**src/hdl/m4vol_pkg.sv**
```systemverilog
`default_nettype none
package m4vol_pkg;

  localparam int ByteW = 8;
  localparam int WidthW = 13;
  localparam int ResW = 16;
  localparam int AccW = 32;
  localparam int LenW = 6;
  localparam int MatrixLen = 64;
  localparam int CntW = 7;
  localparam int OutW = 56;

  typedef enum logic [2:0] {
    ST_VOL_DONE  = 3'd0,
    ST_NON_RECT  = 3'd1,
    ST_H263      = 3'd2,
    ST_NO_VOL    = 3'd3,
    ST_TRUNCATED = 3'd4
  } status_t;

  typedef enum logic [5:0] {
    P_SEARCH, P_CODE, P_PROFILE, P_VOBJ, P_HEAD, P_IDENT, P_ASPECT, P_PAR,
    P_CTRL, P_CHROMA, P_VBVA, P_VBVB, P_VBVC, P_SHAPE, P_RES, P_FIXED,
    P_FIXINC, P_SIZEW, P_SIZEH, P_SPRITE, P_SPRA, P_SPRB, P_WARP, P_LOWLAT,
    P_NOT8, P_PREC, P_QTYPE, P_LOADI, P_MATI, P_LOADN, P_MATN, P_PRE,
    P_RESYNC, P_DP, P_RVLC, P_NEWPRED, P_SCAL, P_SCALX
  } step_t;

  typedef enum logic [1:0] {
    S_IDLE,
    S_SHIFT,
    S_OUT
  } ctl_t;

  // serialiser -> field walker, one bit per cycle while shifting and the output is not stalled
  typedef struct packed {
    logic bit_valid;
    logic bit_val;
    logic last_bit;
  } bit_req_t;

  typedef struct packed {
    logic    done;
    status_t status;
  } walk_rsp_t;

  typedef struct packed {
    logic [WidthW-1:0] frame_width;
    logic [WidthW-1:0] frame_height;
    logic [ResW-1:0]   tick_resolution;
    logic [ByteW-1:0]  profile_level;
    logic              resync_used;
    logic              partitioned;
    logic              reversible_vlc;
  } rec_t;

endpackage
`default_nettype wire

```
**src/hdl/m4vol_walker.sv**
```systemverilog
`default_nettype none
module m4vol_walker (
  input  wire logic                clk,
  input  wire logic                rst,
  input  wire logic                clear,
  input  wire m4vol_pkg::bit_req_t bit_in,
  input  wire logic                final_flag,
  output m4vol_pkg::walk_rsp_t     rsp,
  output m4vol_pkg::rec_t          rec
);
  import m4vol_pkg::*;

  logic [1:0]      search_stage, search_stage_next;
  step_t           step, step_next;
  logic [AccW-1:0] acc, acc_next, acc_sh;
  logic [LenW-1:0] bits_left, bits_left_next, bl_dec;
  logic [3:0]      obj_ver, obj_ver_next;
  logic [LenW-1:0] inc_len, inc_len_next;
  logic [1:0]      sprite, sprite_next;
  logic [CntW-1:0] mcount, mcount_next, mc_inc;
  rec_t            r, r_next;
  logic            hit;
  status_t         hit_st;
  logic            v1;

  // bit length of (res-1), at least one; 32 for zero
  function automatic logic [LenW-1:0] incr_len(input logic [ResW-1:0] res);
    logic [ResW-1:0] j;
    logic [LenW-1:0] n;
    j = res - 1'b1;
    n = '0;
    for (int k = 0; k < ResW; k++) begin
      if (j[k]) begin
        n = LenW'(k + 1);
      end
    end
    if (res == '0) begin
      n = LenW'(AccW);
    end else if (n == '0) begin
      n = LenW'(1);
    end
    return n;
  endfunction

  always_ff @(posedge clk) begin
    if (rst || clear) begin
      search_stage <= '0;
      step <= P_SEARCH;
      acc <= '0;
      bits_left <= LenW'(ByteW);
      obj_ver <= '0;
      inc_len <= '0;
      sprite <= '0;
      mcount <= '0;
      r <= '0;
    end else begin
      search_stage <= search_stage_next;
      step <= step_next;
      acc <= acc_next;
      bits_left <= bits_left_next;
      obj_ver <= obj_ver_next;
      inc_len <= inc_len_next;
      sprite <= sprite_next;
      mcount <= mcount_next;
      r <= r_next;
    end
  end

  always_comb begin
    logic [AccW-1:0] v;
    search_stage_next = search_stage;
    step_next = step;
    acc_next = acc;
    bits_left_next = bits_left;
    obj_ver_next = obj_ver;
    inc_len_next = inc_len;
    sprite_next = sprite;
    mcount_next = mcount;
    r_next = r;
    hit = 1'b0;
    hit_st = ST_VOL_DONE;
    v1 = (obj_ver == 4'd1);
    acc_sh = {acc[AccW-2:0], bit_in.bit_val};
    bl_dec = (bits_left != '0) ? bits_left - 1'b1 : bits_left;
    mc_inc = mcount + 1'b1;
    v = acc_sh;
    if (bit_in.bit_valid) begin
      acc_next = acc_sh;
      bits_left_next = bl_dec;
      if (bl_dec == '0) begin
        acc_next = '0;
        case (step)
          P_CODE: begin
            if (v[7:4] == 4'h2 && v[31:8] == '0) begin
              step_next = P_HEAD; bits_left_next = LenW'(10);
            end else if (v == 32'hB0) begin
              step_next = P_PROFILE; bits_left_next = LenW'(8);
            end else if (v == 32'hB5) begin
              step_next = P_VOBJ; bits_left_next = LenW'(8);
            end else begin
              step_next = P_SEARCH; bits_left_next = LenW'(8);
            end
          end
          P_PROFILE: begin
            r_next.profile_level = v[7:0];
            step_next = P_SEARCH; bits_left_next = LenW'(8);
          end
          P_VOBJ: begin
            obj_ver_next = v[7] ? v[6:3] : 4'd1;
            step_next = P_SEARCH; bits_left_next = LenW'(8);
          end
          P_HEAD: begin
            if (v[0]) begin step_next = P_IDENT; bits_left_next = LenW'(7); end
            else begin step_next = P_ASPECT; bits_left_next = LenW'(4); end
          end
          P_IDENT: begin
            obj_ver_next = v[6:3];
            step_next = P_ASPECT; bits_left_next = LenW'(4);
          end
          P_ASPECT: begin
            if (v == 32'd15) begin step_next = P_PAR; bits_left_next = LenW'(16); end
            else begin step_next = P_CTRL; bits_left_next = LenW'(1); end
          end
          P_PAR: begin step_next = P_CTRL; bits_left_next = LenW'(1); end
          P_CTRL: begin
            if (v != '0) begin step_next = P_CHROMA; bits_left_next = LenW'(4); end
            else begin step_next = P_SHAPE; bits_left_next = LenW'(2); end
          end
          P_CHROMA: begin
            if (v[0]) begin step_next = P_VBVA; bits_left_next = LenW'(32); end
            else begin step_next = P_SHAPE; bits_left_next = LenW'(2); end
          end
          P_VBVA: begin step_next = P_VBVB; bits_left_next = LenW'(32); end
          P_VBVB: begin step_next = P_VBVC; bits_left_next = LenW'(15); end
          P_VBVC: begin step_next = P_SHAPE; bits_left_next = LenW'(2); end
          P_SHAPE: begin
            if (v != '0) begin
              hit = 1'b1; hit_st = ST_NON_RECT;
            end else begin
              step_next = P_RES; bits_left_next = LenW'(17);
            end
          end
          P_RES: begin
            r_next.tick_resolution = v[ResW-1:0];
            inc_len_next = incr_len(v[ResW-1:0]);
            step_next = P_FIXED; bits_left_next = LenW'(2);
          end
          P_FIXED: begin
            if (v[0]) begin
              step_next = P_FIXINC; bits_left_next = inc_len;
            end else begin
              step_next = P_SIZEW; bits_left_next = LenW'(14);
            end
          end
          P_FIXINC: begin step_next = P_SIZEW; bits_left_next = LenW'(14); end
          P_SIZEW: begin
            r_next.frame_width = v[WidthW-1:0];
            step_next = P_SIZEH; bits_left_next = LenW'(14);
          end
          P_SIZEH: begin
            r_next.frame_height = v[WidthW-1:0];
            step_next = P_SPRITE; bits_left_next = v1 ? LenW'(4) : LenW'(5);
          end
          P_SPRITE: begin
            sprite_next = v1 ? {1'b0, v[0]} : v[1:0];
            if (sprite_next == 2'd1) begin
              step_next = P_SPRA; bits_left_next = LenW'(28);
            end else if (sprite_next == 2'd2) begin
              step_next = P_WARP; bits_left_next = LenW'(9);
            end else begin
              step_next = P_NOT8; bits_left_next = LenW'(1);
            end
          end
          P_SPRA: begin step_next = P_SPRB; bits_left_next = LenW'(28); end
          P_SPRB: begin step_next = P_WARP; bits_left_next = LenW'(9); end
          P_WARP: begin
            if (sprite == 2'd1) begin step_next = P_LOWLAT; bits_left_next = LenW'(1); end
            else begin step_next = P_NOT8; bits_left_next = LenW'(1); end
          end
          P_LOWLAT: begin step_next = P_NOT8; bits_left_next = LenW'(1); end
          P_NOT8: begin
            if (v != '0) begin step_next = P_PREC; bits_left_next = LenW'(8); end
            else begin step_next = P_QTYPE; bits_left_next = LenW'(1); end
          end
          P_PREC: begin step_next = P_QTYPE; bits_left_next = LenW'(1); end
          P_QTYPE: begin
            if (v != '0) begin step_next = P_LOADI; bits_left_next = LenW'(1); end
            else begin step_next = P_PRE; bits_left_next = v1 ? LenW'(1) : LenW'(2); end
          end
          P_LOADI: begin
            mcount_next = '0;
            if (v != '0) begin step_next = P_MATI; bits_left_next = LenW'(8); end
            else begin step_next = P_LOADN; bits_left_next = LenW'(1); end
          end
          P_LOADN: begin
            mcount_next = '0;
            if (v != '0) begin step_next = P_MATN; bits_left_next = LenW'(8); end
            else begin step_next = P_PRE; bits_left_next = v1 ? LenW'(1) : LenW'(2); end
          end
          P_MATI, P_MATN: begin
            bits_left_next = LenW'(8);
            // a zero after the first entry ends the matrix early
            if ((mcount != '0 && v == '0) || (mc_inc >= CntW'(MatrixLen))) begin
              if (!(mcount != '0 && v == '0)) mcount_next = mc_inc;
              if (step == P_MATI) begin
                step_next = P_LOADN; bits_left_next = LenW'(1);
              end else begin
                step_next = P_PRE; bits_left_next = v1 ? LenW'(1) : LenW'(2);
              end
            end else begin
              mcount_next = mc_inc;
            end
          end
          P_PRE: begin step_next = P_RESYNC; bits_left_next = LenW'(1); end
          P_RESYNC: begin
            r_next.resync_used = (v == '0);
            step_next = P_DP; bits_left_next = LenW'(1);
          end
          P_DP, P_RVLC: begin
            if (step == P_DP) r_next.partitioned = (v != '0);
            else r_next.reversible_vlc = (v != '0);
            if (step == P_DP && v != '0) begin
              step_next = P_RVLC; bits_left_next = LenW'(1);
            end else if (!v1) begin
              step_next = P_NEWPRED; bits_left_next = LenW'(2);
            end else begin
              step_next = P_SCAL; bits_left_next = LenW'(1);
            end
          end
          P_NEWPRED: begin step_next = P_SCAL; bits_left_next = LenW'(1); end
          P_SCAL: begin
            if (v != '0) begin step_next = P_SCALX; bits_left_next = LenW'(27); end
            else begin hit = 1'b1; hit_st = ST_VOL_DONE; end
          end
          P_SCALX: begin hit = 1'b1; hit_st = ST_VOL_DONE; end
          default: begin
            step_next = P_SEARCH; bits_left_next = LenW'(8);
            if (search_stage == 2'd1) begin
              search_stage_next = (v == '0) ? 2'd2 : 2'd0;
            end else if (search_stage == 2'd2) begin
              search_stage_next = 2'd0;
              if (v == 32'd1) begin
                step_next = P_CODE;
              end else if (v[31:2] == 30'h20) begin
                hit = 1'b1; hit_st = ST_H263;
              end
            end else begin
              search_stage_next = (v == '0) ? 2'd1 : 2'd0;
            end
          end
        endcase
      end
    end
    rsp.done = 1'b0;
    rsp.status = hit_st;
    if (bit_in.bit_valid) begin
      if (hit) begin
        rsp.done = 1'b1;
      end else if (bit_in.last_bit && final_flag) begin
        rsp.done = 1'b1;
        rsp.status = (step_next == P_SEARCH && search_stage_next == 2'd0) ?
                     ST_NO_VOL : ST_TRUNCATED;
      end
    end
    rec = r_next;
  end

endmodule
`default_nettype wire

```
**src/hdl/mpeg4_vol_header_parser.sv**
```systemverilog
`default_nettype none
// Header parser for MPEG-4 Part 2 decoder configuration: one header byte per
// request on s_axis, MSB first, one bit per clock through a byte shift
// register unless the output stalls; a byte is loaded, shifted out, then
// passes a turn-round state (shifting ends early inside the byte once the
// parse ends). At most one result per header buffer appears on m_axis, at
// the latest with the byte flagged final; bytes after an early result are
// taken without shifting and dropped. The output register lets the next byte
// load while a result waits; its bits only shift once that result is taken.
module mpeg4_vol_header_parser (
  input  wire logic        clk,
  input  wire logic        rst,
  input  wire logic        s_axis_tvalid,
  output logic             s_axis_tready,
  input  wire logic [7:0]  s_axis_tdata,  // header_byte
  input  wire logic        s_axis_tlast,  // final_byte
  output logic             m_axis_tvalid,
  input  wire logic        m_axis_tready,
  // frame_width[12:0], frame_height[25:13], tick_resolution[41:26],
  // profile_level[49:42], resync_used[50], partitioned[51],
  // reversible_vlc[52], parse_status[55:53]
  output logic [m4vol_pkg::OutW-1:0] m_axis_tdata
);
  import m4vol_pkg::*;

  ctl_t             st, st_next;
  logic [ByteW-1:0] window;
  logic [3:0]       nleft;
  logic             fin;
  logic             finished;
  logic             clear;
  bit_req_t         breq;
  walk_rsp_t        wrsp;
  rec_t             rec;
  logic             load, out_busy;
  logic             adv;

  m4vol_walker u_walker (
    .clk        (clk),
    .rst        (rst),
    .clear      (clear),
    .bit_in     (breq),
    .final_flag (fin),
    .rsp        (wrsp),
    .rec        (rec)
  );

  assign out_busy = m_axis_tvalid && !m_axis_tready;
  assign s_axis_tready = (st == S_IDLE);
  assign load = s_axis_tvalid && s_axis_tready;
  // shifting holds while an earlier result still waits
  assign adv = (st == S_SHIFT) && !out_busy;

  always_ff @(posedge clk) begin
    if (rst) begin
      st <= S_IDLE;
      nleft <= '0;
      fin <= 1'b0;
      finished <= 1'b0;
      m_axis_tvalid <= 1'b0;
    end else begin
      st <= st_next;
      if (adv && wrsp.done) m_axis_tvalid <= 1'b1;
      else if (m_axis_tready) m_axis_tvalid <= 1'b0;
      if (load) begin
        fin <= s_axis_tlast;
        nleft <= 4'd8;
        if (finished && s_axis_tlast) finished <= 1'b0;
      end else if (adv) begin
        nleft <= nleft - 1'b1;
        if (wrsp.done) begin
          finished <= !fin;
        end
      end
    end
  end

  always_ff @(posedge clk) begin
    if (load) window <= s_axis_tdata;
    else if (adv) window <= {window[ByteW-2:0], 1'b0};
    if (adv && wrsp.done) begin
      m_axis_tdata <= {wrsp.status, rec.reversible_vlc, rec.partitioned,
                       rec.resync_used, rec.profile_level, rec.tick_resolution,
                       rec.frame_height, rec.frame_width};
    end
  end

  always_comb begin
    st_next = st;
    breq.bit_valid = adv;
    breq.bit_val = window[ByteW-1];
    breq.last_bit = (nleft == 4'd1);
    clear = 1'b0;
    case (st)
      S_IDLE: begin
        if (load) begin
          if (finished) begin
            st_next = S_IDLE;
          end else begin
            st_next = S_SHIFT;
          end
        end
      end
      S_SHIFT: begin
        if (adv && (wrsp.done || nleft == 4'd1)) begin
          st_next = S_OUT;
        end
      end
      S_OUT: begin
        st_next = S_IDLE;
        clear = fin;
      end
      default: st_next = S_IDLE;
    endcase
    if (st == S_IDLE && load && finished && s_axis_tlast) clear = 1'b1;
  end

endmodule
`default_nettype wire
```
**config.mk**
```make
export PLATFORM = sky130hd
export DESIGN_NAME = mpeg4_vol_header_parser
export DESIGN_NICKNAME = d
export VERILOG_FILES = /design/src/hdl/m4vol_pkg.sv /design/src/hdl/m4vol_walker.sv /design/src/hdl/mpeg4_vol_header_parser.sv
export SDC_FILE = /design/constraint.sdc
export NUM_CORES = 1
export LEC_CHECK = 0
export BUFFER_PORTS_ARGS = -buffer_cell sky130_fd_sc_hd__clkbuf_2
export CAP_MARGIN = 20
export CORE_UTILIZATION = 25
export DETAILED_ROUTE_END_ITERATION = 16
export GPL_ROUTABILITY_DRIVEN = 0
export SLEW_MARGIN = 15
export SYNTH_ARGS = -nofsm -noshare
export SYNTH_HDL_FRONTEND = slang
export SYNTH_HIERARCHICAL = 1
export SYNTH_SLANG_ARGS = --single-unit
```
**constraint.sdc**
```tcl
create_clock -name clk -period 8.2 [get_ports clk]
set_input_delay 0.82 -clock clk [delete_from_list [all_inputs] [get_ports clk]]
set_output_delay 0.82 -clock clk [all_outputs]
set_load 0.005 [all_outputs]
```
==> flow_summary_export.csv <==
group,metric,value,unit
critical_path,startpoint_type,"flop",
timing,clock_skew,14.2,ps
synth,ys_warn_count,6,
flow_run,drv_cap,0,
power_and_ir_drop,switching_share,26.8,%
synth,synthTopCellsByCount,"dfxtp_1 (126), nor2_1 (112), nand2_1 (74)",
timing,rsz0062_at_grt,"no",
placement,dpl-instance-area,10500,µm²
synth,ys_top_cells_by_area,"dfxtp_1 (26%), edfxtp_1 (20%), nor2_1 (4.3%)",
synth,yosysUniqueCellTypes,88,
cells_and_area,area_growth,13.9,%
floorplanning,die_h,200,µm
timing,fin_crit,5100,ps
critical_path,critical-path-top-delay-family,"simple AND/OR/NAND/NOR gates",
clocking,post-cts-setup-buffer-count,0,
min_path,hp-start,"u_walker/obj_ver[2]",
min_path,hold_class,"flop to flop",
floorplanning,fp.dieW,200,µm
placement,place_ws,3120,ps
floorplanning,placementRows,72,
power_and_ir_drop,powerDensity,184,nW/µm²
critical_path,cp_max_fo,34,
synth,synth-seq-cells,190,
clocking,holdBufCountCts,0,
critical_path,cp_num_buf_inv,2,
placement,dp.cells,1585,
clocking,htree_levels,4,
placement,dp_hpwl,17.4,mm
cells_and_area,design_area,11100,µm²
critical_path,required,8310,ps
route,post_drt_wl_per_cell,15.7,µm
timing,relSlewSlack,32.1,%
synth,syn_avg_cell_area,9.16,µm²
cells_and_area,layout.nets,1112,
timing,timing.final.ws_setup,3100,ps
floorplanning,dieArea,39900,µm²
synth,syn-cell-area,9780,µm²
placement,io_buffers,70,
critical_path,path_cells,"inv_1 -> ha_1 -> nor3b_1 -> nand4_1 -> nor2_1 -> nor2_1 -> a31oi_1 -> nand3_1 -> a21oi_1 -> nand3b_1 -> nor2_4 -> buf_4",
power_and_ir_drop,p_clk_share,40.3,%
synth,synth_nets,1094,
power_and_ir_drop,power_frac_comb,10.6,%
synth,synthCells,1068,
timing,period_share,62.2,%
grt,grt_max_degree,75,
timing,max_freq,196,MHz
timing,fin_tns_setup,0,ps
critical_path,r2r_cells,12,
critical_path,endpoint_kind,"flop",
timing,slew_viol_final,0,
timing,worstMarginPinSlew,1020,ps
route,wl,25.3,mm
cells_and_area,drive_gt1_share,13.7,%
clocking,root_buffer,"clkbuf_16",
route,ant_nets,0,
cells_and_area,post-route-util,28.8,%
floorplanning,start_util,25.3,%
clocking,clkLatencyLatePin,440,ps
floorplanning,core_area,38600,µm²
critical_path,cp_slowest_cell,"nor2_4",
critical_path,arrival,5220,ps
power_and_ir_drop,peakVddDrop,0.141,mV
route,drt-initial-drc-count,767,
critical_path,crit_type,"flop to flop",
grt,grt_pass1_wl,41.3,mm
critical_path,startpoint,"window[7]",
cells_and_area,diodes,0,
power_and_ir_drop,internal_power,1.50,mW
cells_and_area,fin_cells,1617,
synth,synth_edf_count,64,
power_and_ir_drop,seqPwrFrac,49.1,%
clocking,cts_tree,"done",
grt,first_global_vias,7569,
timing,hold_violations,0,
grt,antenna_found_initial,0,
clocking,clock_sinks,190,
grt,overflow,0,
grt,grtUsageTotal,13.1,%
min_path,hold_depth,2,
clocking,clock_path_buffers,2,
synth,yosysMostFrequentCell,"dfxtp_1",
critical_path,crit_cells,12,
critical_path,cp_common_cell,"nor2_1",
route,avgViaCountPerCell,5.00,
route,vias,8080,
synth,yosysTopAreaCellShare,25.8,%
route,first_pass_iters,9,
power_and_ir_drop,p_sw,0.550,mW
synth,async_flop_share,0,%
timing,setup_violations,0,
synth,yosysTopAreaCell,"dfxtp_1",
critical_path,worst_path_largest_cell_delay,790,ps
clocking,cts_buffers,17,
route,route.detailed.drc,0,
run_status,status,"finished clean",
critical_path,reg2reg_from,"window[7]",
synth,yosysSeqAreaShare,45.5,%
power_and_ir_drop,leakage,3.88,nW
floorplanning,io_pins,71,
synth,ys.flop_type,"dfxtp_1",
clocking,path_clk_slew,70,ps
clocking,cts_resized,0,
[tightest hold or removal path: stages (launching register included)]
cell and delay (ps):
dfxtp_1 310, nand2_1 50, a21oi_1 50
[kinds of logic after synthesis]
group                    Yosys count  share of synthesized area [%]
flip-flops                       190                           45.5
buffers and inverters            102                           4.30
adder cells (fa/ha/maj)           14                           1.77
multiplexers                      51                           5.82
XOR/XNOR                          13                           1.16
AO/OA/AOI/OAI                    231                           15.5
AND/OR/NAND/NOR                  467                           26.0
[cells in the final DEF, fill, tap and decap left out, types with 21 or more instances in the layout]
cell	n
nand2b_1	21
and2_1	62
nand3_1	32
nor3_1	24
a31oi_1	40
nor2b_1	43
o21ai_1	27
a21oi_1	43
mux2_1	30
o21ai_0	27
dfxtp_1	126
clkbuf_2	70
edfxtp_1	64
nor2_1	109
nand2_1	74
[power groups by stage]
stage	clock (mW)	sequential (mW)	combinational, mW
final	0.825	1.01	0.218
after global routing	0.889	1.01	0.244
after CTS	0.850	1.01	0.216
after detailed placement	0	1.03	0.215
after global placement	0	1.03	0.213
after floorplan	0	1.02	0.174
[registers in the layout, indices dropped and copies added (netlist names), 4 cells and up]
register,flops
u_walker/acc,31
u_walker/step,6
window,8
u_walker/r,53
u_walker/mcount,7
u_walker/inc_len,6
nleft,4
m_axis_tdata,56
u_walker/obj_ver,4
u_walker/bits_left,6
[layer usage]
metal | track usage, % | wire, µm | vias to the layer above
met4 | 5.23 | 643 | 0
met1 | 18.2 | 12100 | 3789
met2 | 19.3 | 10800 | 315
li1 | - | - | 3924
met5 | 0 | 0 | -
met3 | 3.26 | 1840 | 52
[worst paths after layout]
path / end / slack, ps
hold reg to reg: u_walker/obj_ver[2] / 460
hold / removal: u_walker/obj_ver[2] / 460
setup / recovery: m_axis_tdata[14] / 3100
setup reg to reg: m_axis_tdata[14] / 3100
[per-stage QoR]
step | total power, mW | hold WS [ps]
CTS | 2.07 | 453
global route | 2.14 | 474
finish | 2.05 | 458
floorplan | 1.19 | 427
detailed placement | 1.24 | 442
global placement | 1.24 | 438
[final cells by class]
cell class                 count  area [µm²]
inverter                      18        67.6
clock inverter                15         170
fill                        4060       27500
timing repair buffer          83         448
multi-input combinational    776        4940
tap                          518         648
sequential                   190        4440
clock buffer                  17         425
Power figures use the tool's default switching activity.
